===== src/rtl/core/fsps_pkg.sv =====
// ----------------------------------------------------------------------------
// fsps_pkg
// Shared types and constants for the flow sweep pressure setpoint block.
// ----------------------------------------------------------------------------
package fsps_pkg;

    // Field widths
    localparam int TIME_W     = 32;
    localparam int FLOW_W     = 32;
    localparam int RATE_W     = 16;
    localparam int DSP_W      = 16;
    localparam int DAC_W      = 12;
    localparam int SPO_W      = 27;
    localparam int CYC_W      = 16;
    localparam int CMD_W      = 2;
    localparam int CFG_IDX_W  = 2;
    localparam int CFG_DATA_W = 32;
    localparam int FRAC_W     = 16;

    // Command codes
    localparam logic [CMD_W-1:0] CMD_DIRECT = 2'd0;
    localparam logic [CMD_W-1:0] CMD_START  = 2'd1;
    localparam logic [CMD_W-1:0] CMD_FLOW   = 2'd2;

    // Register indexes
    localparam logic [CFG_IDX_W-1:0] REG_FLOW_LO = 2'd0;
    localparam logic [CFG_IDX_W-1:0] REG_FLOW_HI = 2'd1;
    localparam logic [CFG_IDX_W-1:0] REG_RATE    = 2'd2;

    // Step arithmetic: rate is Q8.8, so rate*e needs 8 more fraction bits
    localparam int STEP_DIV   = 1000;
    localparam int DOWN_SHIFT = 8;

    // Shared multiplier
    localparam int MUL_W = 32;

    // Shared divider: 64-bit dividend, 16-bit divisor, 4 quotient bits per cycle
    localparam int DIV_W     = 64;
    localparam int DVS_W     = 16;
    localparam int DIV_STEP  = 4;
    localparam int DIV_ITER  = DIV_W / DIV_STEP;
    localparam int DIV_CNT_W = $clog2(DIV_ITER);

    typedef struct packed {
        logic             start;
        logic [DIV_W-1:0] dividend;
        logic [DVS_W-1:0] divisor;
    } t_div_req;

    typedef struct packed {
        logic             done;
        logic [DIV_W-1:0] quotient;
    } t_div_rsp;

endpackage


===== src/rtl/core/fsps_mul.sv =====
// ----------------------------------------------------------------------------
// fsps_mul
// Shared unsigned multiplier with a registered product.
// ----------------------------------------------------------------------------
module fsps_mul
    import fsps_pkg::*;
(
    input  logic               i_clk,
    input  logic               i_en,
    input  logic [MUL_W-1:0]   i_a,
    input  logic [MUL_W-1:0]   i_b,
    output logic [2*MUL_W-1:0] o_p
);

    logic [2*MUL_W-1:0] r_p;

    always_ff @(posedge i_clk) begin
        if (i_en) begin
            r_p <= (2*MUL_W)'(i_a) * (2*MUL_W)'(i_b);
        end
    end

    assign o_p = r_p;

endmodule


===== src/rtl/core/fsps_div.sv =====
// ----------------------------------------------------------------------------
// fsps_div
// Iterative restoring divider, DIV_STEP quotient bits per cycle.
// ----------------------------------------------------------------------------
module fsps_div
    import fsps_pkg::*;
(
    input  logic     i_clk,
    input  logic     i_rst_n,
    input  t_div_req i_req,
    output t_div_rsp o_rsp
);

    logic [DIV_W-1:0]     r_quo;
    logic [DVS_W-1:0]     r_rem;
    logic [DVS_W-1:0]     r_dvs;
    logic [DIV_CNT_W-1:0] r_cnt;
    logic                 r_busy;
    logic                 r_done;

    logic [DIV_W-1:0]     n_quo;
    logic [DVS_W-1:0]     n_rem;

    // Dividend bits shift out of the top of r_quo while quotient bits enter below
    always_comb begin
        logic [DVS_W:0] t;
        n_quo = r_quo;
        n_rem = r_rem;
        for (int k = 0; k < DIV_STEP; k++) begin
            t     = {n_rem, n_quo[DIV_W-1]};
            n_quo = {n_quo[DIV_W-2:0], 1'b0};
            if (t >= {1'b0, r_dvs}) begin
                n_rem    = DVS_W'(t - {1'b0, r_dvs});
                n_quo[0] = 1'b1;
            end else begin
                n_rem = t[DVS_W-1:0];
            end
        end
    end

    always_ff @(posedge i_clk) begin
        if (!i_rst_n) begin
            r_busy <= 1'b0;
            r_done <= 1'b0;
            r_cnt  <= '0;
        end else begin
            r_done <= 1'b0;
            if (i_req.start) begin
                r_busy <= 1'b1;
                r_cnt  <= '0;
            end else if (r_busy) begin
                r_cnt <= r_cnt + 1'b1;
                if (r_cnt == DIV_CNT_W'(DIV_ITER - 1)) begin
                    r_busy <= 1'b0;
                    r_done <= 1'b1;
                end
            end
        end
    end

    always_ff @(posedge i_clk) begin
        if (i_req.start) begin
            r_quo <= i_req.dividend;
            r_rem <= '0;
            r_dvs <= i_req.divisor;
        end else if (r_busy) begin
            r_quo <= n_quo;
            r_rem <= n_rem;
        end
    end

    assign o_rsp.done     = r_done;
    assign o_rsp.quotient = r_quo;

endmodule


===== src/rtl/core/flow_sweep_pressure_setpoint.sv =====
// ----------------------------------------------------------------------------
// flow_sweep_pressure_setpoint
// Sweeps a Q11.16 pressure setpoint against measured flow, drives a DAC code.
// A direct set runs one multiply and one divide for the DAC code; a sweep step first
//   runs one (down) or two (up) passes through the shared multiplier and a step divide.
// Start, unarmed flow, flow on a limit and unused codes produce no result.
// Throughput: one item at a time; the next is taken once the result is loaded.
// Reset (synchronous, active low) clears setpoint, timestamp, arm, direction,
//   cycle count and loads the default limits and a zero rate.
// ----------------------------------------------------------------------------
module flow_sweep_pressure_setpoint
    import fsps_pkg::*;
#(
    parameter int FULL_SCALE = 1024,
    parameter int DAC_MAX    = 4095
) (
    input  logic                        i_clk,
    input  logic                        i_rst_n,

    input  logic                        i_in_valid,
    output logic                        o_in_stall,
    input  logic        [CMD_W-1:0]     i_command,
    input  logic        [TIME_W-1:0]    i_time_ms,
    input  logic signed [DSP_W-1:0]     i_direct_setpoint,
    input  logic signed [FLOW_W-1:0]    i_flow_sample,

    output logic                        o_out_valid,
    input  logic                        i_out_stall,
    output logic        [DAC_W-1:0]     o_dac_code,
    output logic        [SPO_W-1:0]     o_setpoint_out,
    output logic                        o_going_down,
    output logic        [CYC_W-1:0]     o_cycle_count_out,

    input  logic                        i_cfg_valid,
    output logic                        o_cfg_ready,
    input  logic        [CFG_IDX_W-1:0] i_cfg_index,
    input  logic        [CFG_DATA_W-1:0] i_cfg_data
);

    localparam int SP_W = $clog2(FULL_SCALE + 1) + FRAC_W;
    localparam logic [SP_W-1:0]  SP_TOP = SP_W'(64'(FULL_SCALE) << FRAC_W);
    localparam logic [DSP_W-1:0] FS_INT = DSP_W'(FULL_SCALE);

    typedef enum logic [3:0] {
        ST_IDLE,
        ST_MUL_A,
        ST_MUL_B,
        ST_DIV_STEP,
        ST_WAIT_STEP,
        ST_DAC_MUL,
        ST_DAC_DIV,
        ST_WAIT_DAC,
        ST_FINISH
    } t_state;

    // Configuration
    logic signed [FLOW_W-1:0] r_flow_lo;
    logic signed [FLOW_W-1:0] r_flow_hi;
    logic        [RATE_W-1:0] r_rate;

    // Sweep state
    t_state             r_state;
    logic [SP_W-1:0]    r_setpoint;
    logic [TIME_W-1:0]  r_last_time;
    logic               r_armed;
    logic               r_dir_down;
    logic [CYC_W-1:0]   r_cycle_count;

    // Per-item working registers
    logic [TIME_W-1:0]  r_elapsed;
    logic               r_step_down;
    logic [CYC_W-1:0]   r_cnt_out;
    logic [DAC_W-1:0]   r_dac;

    // Output register
    logic               r_out_valid;
    logic [DAC_W-1:0]   r_out_dac;
    logic [SPO_W-1:0]   r_out_sp;
    logic               r_out_down;
    logic [CYC_W-1:0]   r_out_cnt;

    logic [MUL_W-1:0]   w_mul_a;
    logic [MUL_W-1:0]   w_mul_b;
    logic               w_mul_en;
    logic [2*MUL_W-1:0] w_prod;
    t_div_req           w_div_req;
    t_div_rsp           w_div_rsp;

    logic               w_accept;
    logic               w_out_free;
    logic               w_lt_lo;
    logic               w_gt_hi;
    logic               w_lt_hi;
    logic               w_gt_lo;
    logic [TIME_W-1:0]  n_elapsed;
    logic [DSP_W-1:0]   w_dir_clamp;
    logic [SP_W-1:0]    n_sp_direct;
    logic [SP_W-1:0]    w_room;
    logic [SP_W-1:0]    n_sp_step;

    // ---------------- configuration ----------------
    assign o_cfg_ready = 1'b1;

    always_ff @(posedge i_clk) begin
        if (!i_rst_n) begin
            r_flow_lo <= 32'sd65536;
            r_flow_hi <= 32'sd655360;
            r_rate    <= '0;
        end else if (i_cfg_valid) begin
            unique case (i_cfg_index)
                REG_FLOW_LO: r_flow_lo <= $signed(i_cfg_data);
                REG_FLOW_HI: r_flow_hi <= $signed(i_cfg_data);
                REG_RATE:    r_rate    <= i_cfg_data[RATE_W-1:0];
                default:     ;
            endcase
        end
    end

    // ---------------- shared units ----------------
    always_comb begin
        w_mul_a  = '0;
        w_mul_b  = '0;
        w_mul_en = 1'b1;
        unique case (r_state)
            ST_MUL_A: begin
                // down: rate*e; up: rate*rate
                w_mul_a = MUL_W'(r_rate);
                w_mul_b = r_step_down ? MUL_W'(r_elapsed) : MUL_W'(r_rate);
            end
            ST_MUL_B: begin
                w_mul_a = w_prod[MUL_W-1:0];
                w_mul_b = MUL_W'(r_elapsed);
            end
            ST_DAC_MUL: begin
                w_mul_a = MUL_W'(r_setpoint);
                w_mul_b = MUL_W'(DAC_MAX);
            end
            default: w_mul_en = 1'b0;
        endcase
    end

    fsps_mul u_mul (
        .i_clk (i_clk),
        .i_en  (w_mul_en),
        .i_a   (w_mul_a),
        .i_b   (w_mul_b),
        .o_p   (w_prod)
    );

    // DAC code = floor(floor(sp*DAC_MAX / 2^16) / FULL_SCALE)
    always_comb begin
        w_div_req.start = (r_state == ST_DIV_STEP) || (r_state == ST_DAC_DIV);
        if (r_state == ST_DAC_DIV) begin
            w_div_req.dividend = DIV_W'(w_prod[2*MUL_W-1:FRAC_W]);
            w_div_req.divisor  = DVS_W'(FULL_SCALE);
        end else begin
            w_div_req.dividend = r_step_down ? (w_prod << DOWN_SHIFT) : w_prod;
            w_div_req.divisor  = DVS_W'(STEP_DIV);
        end
    end

    fsps_div u_div (
        .i_clk   (i_clk),
        .i_rst_n (i_rst_n),
        .i_req   (w_div_req),
        .o_rsp   (w_div_rsp)
    );

    // ---------------- decode at accept ----------------
    assign o_in_stall = (r_state != ST_IDLE);
    assign w_accept   = i_in_valid && !o_in_stall;
    assign w_out_free = !r_out_valid || !i_out_stall;

    assign w_lt_lo = i_flow_sample < r_flow_lo;
    assign w_gt_hi = i_flow_sample > r_flow_hi;
    assign w_lt_hi = i_flow_sample < r_flow_hi;
    assign w_gt_lo = i_flow_sample > r_flow_lo;

    assign n_elapsed = (i_time_ms >= r_last_time) ? (i_time_ms - r_last_time)
                                                  : (r_last_time - i_time_ms);

    always_comb begin
        if (i_direct_setpoint[DSP_W-1]) begin
            w_dir_clamp = '0;
        end else if (DSP_W'(i_direct_setpoint) > FS_INT) begin
            w_dir_clamp = FS_INT;
        end else begin
            w_dir_clamp = DSP_W'(i_direct_setpoint);
        end
    end

    assign n_sp_direct = SP_W'({w_dir_clamp, {FRAC_W{1'b0}}});

    // Saturating step on the quotient
    assign w_room = SP_TOP - r_setpoint;

    always_comb begin
        if (r_step_down) begin
            n_sp_step = (w_div_rsp.quotient >= DIV_W'(r_setpoint))
                      ? '0 : (r_setpoint - w_div_rsp.quotient[SP_W-1:0]);
        end else begin
            n_sp_step = (w_div_rsp.quotient >= DIV_W'(w_room))
                      ? SP_TOP : (r_setpoint + w_div_rsp.quotient[SP_W-1:0]);
        end
    end

    // ---------------- sequencer ----------------
    always_ff @(posedge i_clk) begin
        if (!i_rst_n) begin
            r_state       <= ST_IDLE;
            r_setpoint    <= '0;
            r_last_time   <= '0;
            r_armed       <= 1'b0;
            r_dir_down    <= 1'b0;
            r_cycle_count <= '0;
            r_out_valid   <= 1'b0;
        end else begin
            // ST_FINISH reloads the output register on its own
            if (r_out_valid && !i_out_stall && (r_state != ST_FINISH)) begin
                r_out_valid <= 1'b0;
            end
            unique case (r_state)
                ST_IDLE: begin
                    if (w_accept) begin
                        r_elapsed <= n_elapsed;
                        r_cnt_out <= r_cycle_count;
                        case (i_command)
                            CMD_DIRECT: begin
                                r_setpoint  <= n_sp_direct;
                                r_step_down <= 1'b0;
                                r_state     <= ST_DAC_MUL;
                            end
                            CMD_START: begin
                                r_armed     <= 1'b1;
                                r_last_time <= i_time_ms;
                            end
                            CMD_FLOW: begin
                                if (!r_armed) begin
                                    r_armed     <= 1'b1;
                                    r_last_time <= i_time_ms;
                                end else if (w_lt_lo) begin
                                    r_dir_down    <= 1'b0;
                                    r_step_down   <= 1'b0;
                                    r_last_time   <= i_time_ms;
                                    r_cycle_count <= r_cycle_count + 1'b1;
                                    r_state       <= ST_MUL_A;
                                end else if (w_gt_hi) begin
                                    r_dir_down    <= 1'b1;
                                    r_step_down   <= 1'b1;
                                    r_last_time   <= i_time_ms;
                                    r_cycle_count <= r_cycle_count + 1'b1;
                                    r_state       <= ST_MUL_A;
                                end else if (w_lt_hi && w_gt_lo) begin
                                    // keep last direction, no count
                                    r_step_down <= r_dir_down;
                                    r_last_time <= i_time_ms;
                                    r_state     <= ST_MUL_A;
                                end
                            end
                            default: ;
                        endcase
                    end
                end
                ST_MUL_A: begin
                    r_state <= r_step_down ? ST_DIV_STEP : ST_MUL_B;
                end
                ST_MUL_B: begin
                    r_state <= ST_DIV_STEP;
                end
                ST_DIV_STEP: begin
                    r_state <= ST_WAIT_STEP;
                end
                ST_WAIT_STEP: begin
                    if (w_div_rsp.done) begin
                        r_setpoint <= n_sp_step;
                        r_state    <= ST_DAC_MUL;
                    end
                end
                ST_DAC_MUL: begin
                    r_state <= ST_DAC_DIV;
                end
                ST_DAC_DIV: begin
                    r_state <= ST_WAIT_DAC;
                end
                ST_WAIT_DAC: begin
                    if (w_div_rsp.done) begin
                        r_dac   <= w_div_rsp.quotient[DAC_W-1:0];
                        r_state <= ST_FINISH;
                    end
                end
                ST_FINISH: begin
                    if (w_out_free) begin
                        r_out_valid <= 1'b1;
                        r_out_dac   <= r_dac;
                        r_out_sp    <= SPO_W'(r_setpoint);
                        r_out_down  <= r_step_down;
                        r_out_cnt   <= r_cnt_out;
                        r_state     <= ST_IDLE;
                    end
                end
                default: r_state <= ST_IDLE;
            endcase
        end
    end

    assign o_out_valid       = r_out_valid;
    assign o_dac_code        = r_out_dac;
    assign o_setpoint_out    = r_out_sp;
    assign o_going_down      = r_out_down;
    assign o_cycle_count_out = r_out_cnt;

endmodule


===== config.mk =====
export PLATFORM = sky130hd
export DESIGN_NAME = flow_sweep_pressure_setpoint
export DESIGN_NICKNAME = d
export VERILOG_FILES = /design/src/rtl/core/fsps_pkg.sv /design/src/rtl/core/fsps_mul.sv /design/src/rtl/core/fsps_div.sv /design/src/rtl/core/flow_sweep_pressure_setpoint.sv
export SDC_FILE = /design/constraint.sdc
export NUM_CORES = 2
export LEC_CHECK = 0
export ABC_CLOCK_PERIOD_IN_PS = 9400
export BUFFER_PORTS_ARGS = -buffer_cell sky130_fd_sc_hd__buf_4
export CAP_MARGIN = 20
export CORE_ASPECT_RATIO = 0.8
export CORE_MARGIN = 5
export CORE_UTILIZATION = 40
export CTS_BUF_LIST = sky130_fd_sc_hd__clkbuf_8
export CTS_CLUSTER_DIAMETER = 50
export DETAILED_ROUTE_END_ITERATION = 8
export GPL_TIMING_DRIVEN = 0
export SETUP_SLACK_MARGIN = 0.2
export SYNTH_ARGS = -nofsm -noshare
export SYNTH_HDL_FRONTEND = slang
export SYNTH_HIERARCHICAL = 1
export SYNTH_SLANG_ARGS = --single-unit

===== constraint.sdc =====
create_clock -name i_clk -period 9.4 [get_ports i_clk]
set_input_delay 0.47 -clock i_clk [delete_from_list [all_inputs] [get_ports i_clk]]
set_output_delay 0.47 -clock i_clk [all_outputs]
set_load 0.005 [all_outputs]

### Word level (Yosys, flattened, before mapping)

Index checks and enable logic that the tools add are counted.

* register bits: 445
* bits of input ports: 121
* logic and storage cells: 168

* add/sub/neg operators: 11
* $mul: 1
* $lt $le $gt $ge: 12
* equality and inequality tests: 25
* muxes and demuxes: 58
* bitwise logic cells: 2
* reductions and logical operators: 34

Operators with widths (number)
* 32-bit two-way mux: 6
* 64-bit two-way mux: 3
* 32-bit one-hot mux with 3 select lines: 2
* 27-bit two-way mux: 6
* 64-bit by 27-bit >= comparator with 1-bit output: 2
* 16-bit two-way mux: 6
* 80-bit two-way mux: 1
* 17-bit by 16-bit >= comparator with 1-bit output: 4
* 32-bit greater-than comparator: 2
* 32-bit less-than comparator: 2
* 32-bit by 32-bit multiplier with 64-bit output: 1
* 32-bit one-hot mux with 2 select lines: 1
* 16-bit subtractor: 4
* 32-bit subtractor: 2
* 27-bit one-hot mux with 2 select lines: 1
* 4-bit one-hot mux with 9 select lines: 1
* 32-bit >= comparator: 1
* 4-bit two-way mux: 8
* 27-bit adder: 1
* 27-bit subtractor: 1
* 27-bit subtractor, first input constant: 1
* 11-bit two-way mux: 2
* 1-bit two-way mux: 19
* 16-bit by 1-bit adder with 16-bit output, second input constant: 1
* other kinds (32): 65

### Logic depth before layout (Yosys ltp)

* word-level depth: 10
* gate-level depth with buffers: 48
* depth with buffers taken out: 45

### Modules after synthesis

Netlist, hierarchy kept.

By module, submodules not included
* fsps_mul: instances 1, cells an instance 3738, area an instance 35218.8 um^2
* flow_sweep_pressure_setpoint: instances 1, cells an instance 2631, area an instance 21561.9 um^2
* fsps_div: instances 1, cells an instance 745, area an instance 7719.9 um^2

### Worst setup path before layout

No wires, ideal clock.

* path type: reg-to-reg
* start: reg u_div.r_dvs[1]
* end: reg u_div.r_rem[14]
* setup time: 0.116 ns
* arrival: 9.840 ns
* required time: 9.284 ns
* setup slack: -0.556 ns
* cell stages (with the launch flop): 47
* path buffers: 4
* period minus slack after synthesis: 9.956 ns
* path through: edfxtp_1 inv_1 ha_1 nand2b_1 a21oi_1 o2111ai_1 o221a_2 o21ai_4 clkbuf_1 nand2_1 o21ai_0 inv_1 ha_1 nor2b_1 o31a_1 o31a_1 o311ai_2 nand2b_1 [11 not listed] nor3_1 a211oi_1 and2_1 buf_6 buf_4 o21ai_0 fa_1 a21o_1 a21o_1 a221oi_1 nor2b_1 o21a_1 or4_1 a31o_2 a21oi_1 xor2_1 o32ai_1 a31o_2

* word-level cells in the longest chain between the ends: 8
* elaborated cells on any way between the ends: 12
* classes of those cells: add/sub: 4; order compare: 4; mux: 4

Ends and longest elaborated chain
* start: declaration: line fsps_div.sv:16 `logic [DVS_W-1:0] r_dvs;`
* start signal: assignment: line fsps_div.sv:65 `r_dvs <= i_req.divisor;`
* 16-bit subtractor / 17-bit by 16-bit >= comparator with 1-bit output (equally long branches): line fsps_div.sv:33, fsps_div.sv:32
* 16-bit two-way mux: line fsps_div.sv:32 `if (t >= {1'b0, r_dvs}) begin`
* 16-bit subtractor / 17-bit by 16-bit >= comparator with 1-bit output (equally long branches): line fsps_div.sv:33, fsps_div.sv:32
* 16-bit two-way mux: line fsps_div.sv:32
* 16-bit subtractor / 17-bit by 16-bit >= comparator with 1-bit output (equally long branches): line fsps_div.sv:33, fsps_div.sv:32
* 16-bit two-way mux: line fsps_div.sv:32
* 16-bit subtractor / 17-bit by 16-bit >= comparator with 1-bit output (equally long branches): line fsps_div.sv:33, fsps_div.sv:32
* 16-bit two-way mux (*): line fsps_div.sv:32
* end signal: assignment: line fsps_div.sv:68 `r_rem <= n_rem;`
* end: declaration: line fsps_div.sv:15 `logic [DVS_W-1:0] r_rem;`

Every way passes the cells marked *; elsewhere a longest branch is shown, timed or not.
A chain may end at the register's enable or synchronous reset.

### Worst setup path after layout

* start: reg r_state[2]
* end: reg u_mul.r_p[60], in the netlist u_mul/o_p[60], data pin

* word-level cells in the longest chain between the ends: 3
* elaborated cells on any way between the ends: 6
* classes of those cells: mul: 1; eq/ne: 3; mux: 2

Ends and longest elaborated chain
* start: declaration: line flow_sweep_pressure_setpoint.sv:62 `t_state r_state;`
* start signal: assignment: line flow_sweep_pressure_setpoint.sv:265 `r_state <= r_step_down ? ST_DIV_STEP : ST_MUL_B;`
* 4-bit by 3-bit == test with 1-bit output, or another cell as far along: line flow_sweep_pressure_setpoint.sv:124 `unique case (r_state)`
* 32-bit one-hot mux with 3 select lines (*): line flow_sweep_pressure_setpoint.sv:124
* net w_mul_a[9]: line flow_sweep_pressure_setpoint.sv:82 `logic [MUL_W-1:0] w_mul_a;`
* 32-bit by 32-bit multiplier with 64-bit output (*): line fsps_mul.sv:19 `r_p <= (2*MUL_W)'(i_a) * (2*MUL_W)'(i_b);`
* end signal: assignment: line fsps_mul.sv:19
* end: declaration: line fsps_mul.sv:15 `logic [2*MUL_W-1:0] r_p;`

The timed path passes the listed nets; every way through them passes the cells marked *.

==> metrics.yaml <==
yosys:
  syn_avg_cell_area_sq_um: 9.07
  synth_top_family_by_area: "adder cells"
  synth-compound-area-share: 0.113
  synth_top_area_share: 0.281
  synthXorXnorAreaFrac: 0.0243
  yosysTopAreaCell: "fa_1"
  synth_edf_count: 261
  syn_area_sq_um: 64500
  synth.top_cells.by_count: "inv_1 (1136), nand2_1 (911), fa_1 (904)"
  synthMuxAreaShare: 0.0346
  async_reset_ff_frac: 0
  ys_seq_area_frac: 0.179
  synthCells: 7114
  synth_area_leaders: "fa_1 (28%), edfxtp_1 (12%), ha_1 (11%)"
  ys_types: 118
  synthAdderAreaFrac: 0.390
  yosysMostFrequentCell: "inv_1"
  synthSimpleGateAreaFrac: 0.169
  synth_ff_type: "edfxtp_1"
  ys_seq_elements: 445
  synth-warning-count: 6
detailed_routing:
  wl_met1_mm: 106
  wl_per_cell_um: 24.6
  via_count: 54700
  vias_per_cell: 5.57
  routed_wl_mm: 242
  top_layer_used: "met4"
  remaining_drc_errors: 51
  dr.pass1.iters: 9
  drtIter0Drc: 5545
  route.met2.wl_mm: 98.9
  wl_met3_mm: 28.7
  ant_nets: 0
worst_setup_path:
  worstPathArrival_ns: 9.99
  crit_fanout: 7
  slowest_delay_ns: 0.86
  crit_family: "adder cells"
  crit_path_end_kind: "flop"
  reg2reg_setup_slack_ns: -0.05
  critPathRequiredTime_ns: 9.94
  rr_worst_depth: 32
  critical_path_class: "reg -> reg"
  r2r_end: "u_mul/o_p[60]"
  r2r_start: "r_state[2]"
  path_buf_inv: 11
  cp_slowest_cell: "a222oi_1"
  start_kind: "flop"
global_routing:
  antenna_found_initial: 33
  grt_pass1_vias: 54600
  grt_max_degree: 42
  grt_pass1_wl_mm: 356
  grt.total_usage: 0.280
  grt_overflow: 0
clock_tree:
  cts_buffers: 69
  clockRootBuffer: "clkbuf_8"
  cts_buffer_depth: 3
  clkSinkCount: 445
  path_clk_slew_ns: 0.07
  clock_latency_ns: 0.72
  htreeDepth: 3
  cts_tree: "yes"
floorplan:
  ios: 180
  start_util: 0.404
  design.die.area_sq_um: 169000
  num_rows: 131
  core_area_sq_um: 160000
  dieHeight_um: 369
  die_x_um: 459
timing:
  fin_setup_tns_ns: -0.173
  period_share: 1.01
  period_minus_slack_ns: 9.45
  rsz0062_at_grt: "true"
  drv_slew: 0
  worst-slew-pin-transition_ns: 1.09
  layout_setup_ws_ns: -0.0494
  fmax_mhz: 106
  hold_viol: 0
  setup_viol: 5
  clock_skew_ns: 0.0532
  relSlewSlack: 0.274
power:
  power.density_nw_per_um2: 261
  leakage_nw: 34.0
  irDropWorstVdd_mv: 0.441
placed_design:
  place.port_buffers: 178
  routabilityCongestion: 1.03
  dp_hpwl_mm: 200
  place_inst: 9445
layout:
  utilization: 0.468
  n_fill_cell: 15400
  finalNonFillerCells: 9822
  area_growth_pct: 15.9
  layout-drive-gt1-share: 0.149
  nNetsFinal: 9205
outcome:
  violations: "design-rule violations, negative setup slack"
  status: "finished, violations left"
hold_path:
  hold_end: "r_setpoint[19]"
  whs_path_depth: 3
  min-delay-start: "i_direct_setpoint[3]"
  min_path_type: "in -> reg"
run:
  max_cap_viol_count: 0
## worst max path at each step
| stage | startpoint | end | slack [ns] | cells past startpoint |
|---|---|---|---|---|
| 6_report | r_state[2] | u_mul/o_p[60] | -0.05 | 32 |
| 5_1_grt | r_state[2] | u_mul/o_p[63] | -0.12 | 34 |
| 4_1_cts | r_state[2] | u_mul/o_p[55] | 0.09 | 31 |
| 3_5_place_dp | r_state[3] | u_mul/o_p[55] | -1.86 | 28 |
| 3_3_place_gp | r_state[3] | u_mul/o_p[55] | -2.55 | 28 |
| 2_1_floorplan | u_div/r_dvs[1] | u_div/r_quo[0] | 0.20 | 43 |
## layer usage
| layer | track usage | vias up |
|---|---|---|
| met4 | 0.0757 | 0 |
| li1 | - | 24100 |
| met3 | 0.0844 | 408 |
| met5 | 0 | - |
| met1 | 0.408 | 27500 |
| met2 | 0.402 | 2638 |
## layout by cell type (no fill, tap or decap), types with 52 or more instances in the layout
cell / instances
inv_1: 1115
nand2_1: 899
fa_1: 869
and2_1: 602
ha_1: 520
a21oi_1: 341
buf_4: 328
edfxtp_1: 261
nor2_1: 225
o21ai_0: 191
dfxtp_1: 181
clkbuf_1: 138
xnor2_1: 119
mux2i_1: 115
clkbuf_8: 96
clkbuf_2: 94
mux2_2: 89
a21o_1: 86
nand4_1: 73
dlygate4sd3_1: 65
nand3_1: 62
clkbuf_4: 59
xor2_1: 58
nand2b_1: 58
nor3_1: 52
## cell type report
class	instances	area, sq um	share of cell area
antenna	22	55.1	0.000736
buffer	377	2320	0.0310
clock buffer	75	1030	0.0138
clock inverter	53	439	0.00587
inverter	1142	4320	0.0577
multi-input combinational	5157	48800	0.652
sequential	445	11500	0.154
tap	2128	2660	0.0356
timing repair buffer	423	3670	0.0490
## cell families after synthesis
kind of cell | after synthesis
fa+ha+maj | 1469
xor+xnor | 179
mux | 211
other cells | 2
compound gates | 1094
buf+inv | 1520
flops | 445
simple gates | 2194
## registers in the layout, indices dropped and copies added (netlist names), 4 cells and up
| signal | flops |
|---|---|
| o_cycle_count_out | 16 |
| o_dac_code | 12 |
| o_setpoint_out | 27 |
| r_cnt_out | 16 |
| r_cycle_count | 16 |
| r_dac | 12 |
| r_elapsed | 32 |
| r_flow_hi | 32 |
| r_flow_lo | 32 |
| r_last_time | 32 |
| r_rate | 16 |
| r_setpoint | 27 |
| r_state | 4 |
| u_div/r_cnt | 4 |
| u_div/r_dvs | 16 |
| u_div/r_quo | 64 |
| u_div/r_rem | 16 |
| u_mul/o_p | 64 |
## stage by stage
| step | power (mW) | hold slack, ns | cell area [sq um] | worst slack (ns) |
|---|---|---|---|---|
| floorplan | 10.6 | 0.400 | 64600 | 0.204 |
| global placement | 14.3 | 0.402 | 68600 | -2.55 |
| detailed placement | 14.4 | 0.407 | 68900 | -1.86 |
| CTS | 18.1 | 0.0295 | 73600 | 0.0918 |
| global route | 20.5 | 0.0691 | 74700 | -0.124 |
| finish | 19.5 | 0.102 | 74800 | -0.0494 |
## worst min-delay path: stages
cell and delay, ns:
buf_4 0.09, a222oi_1 0.06, a21oi_1 0.12
## report_power, final
group	internal [mW]	leakage [nW]	total [mW]	switching [mW]
Combinational	6.14	29.3	14.6	8.43
Clock	0.921	0.804	1.80	0.877
Sequential	2.62	3.91	3.14	0.514
Total	9.68	34.0	19.5	9.82
## repair_timing
action / CTS / global route
endpoints found under the setup margin: 62 / 50
cloned: 5 / 1
hold endpoints to repair: 112 / 0
hold buffers: 65 / 0
resized for setup: 540 / 211
pin swaps: 138 / 117
setup buffers: 99 / 58
(Power assumes the default switching activity.)
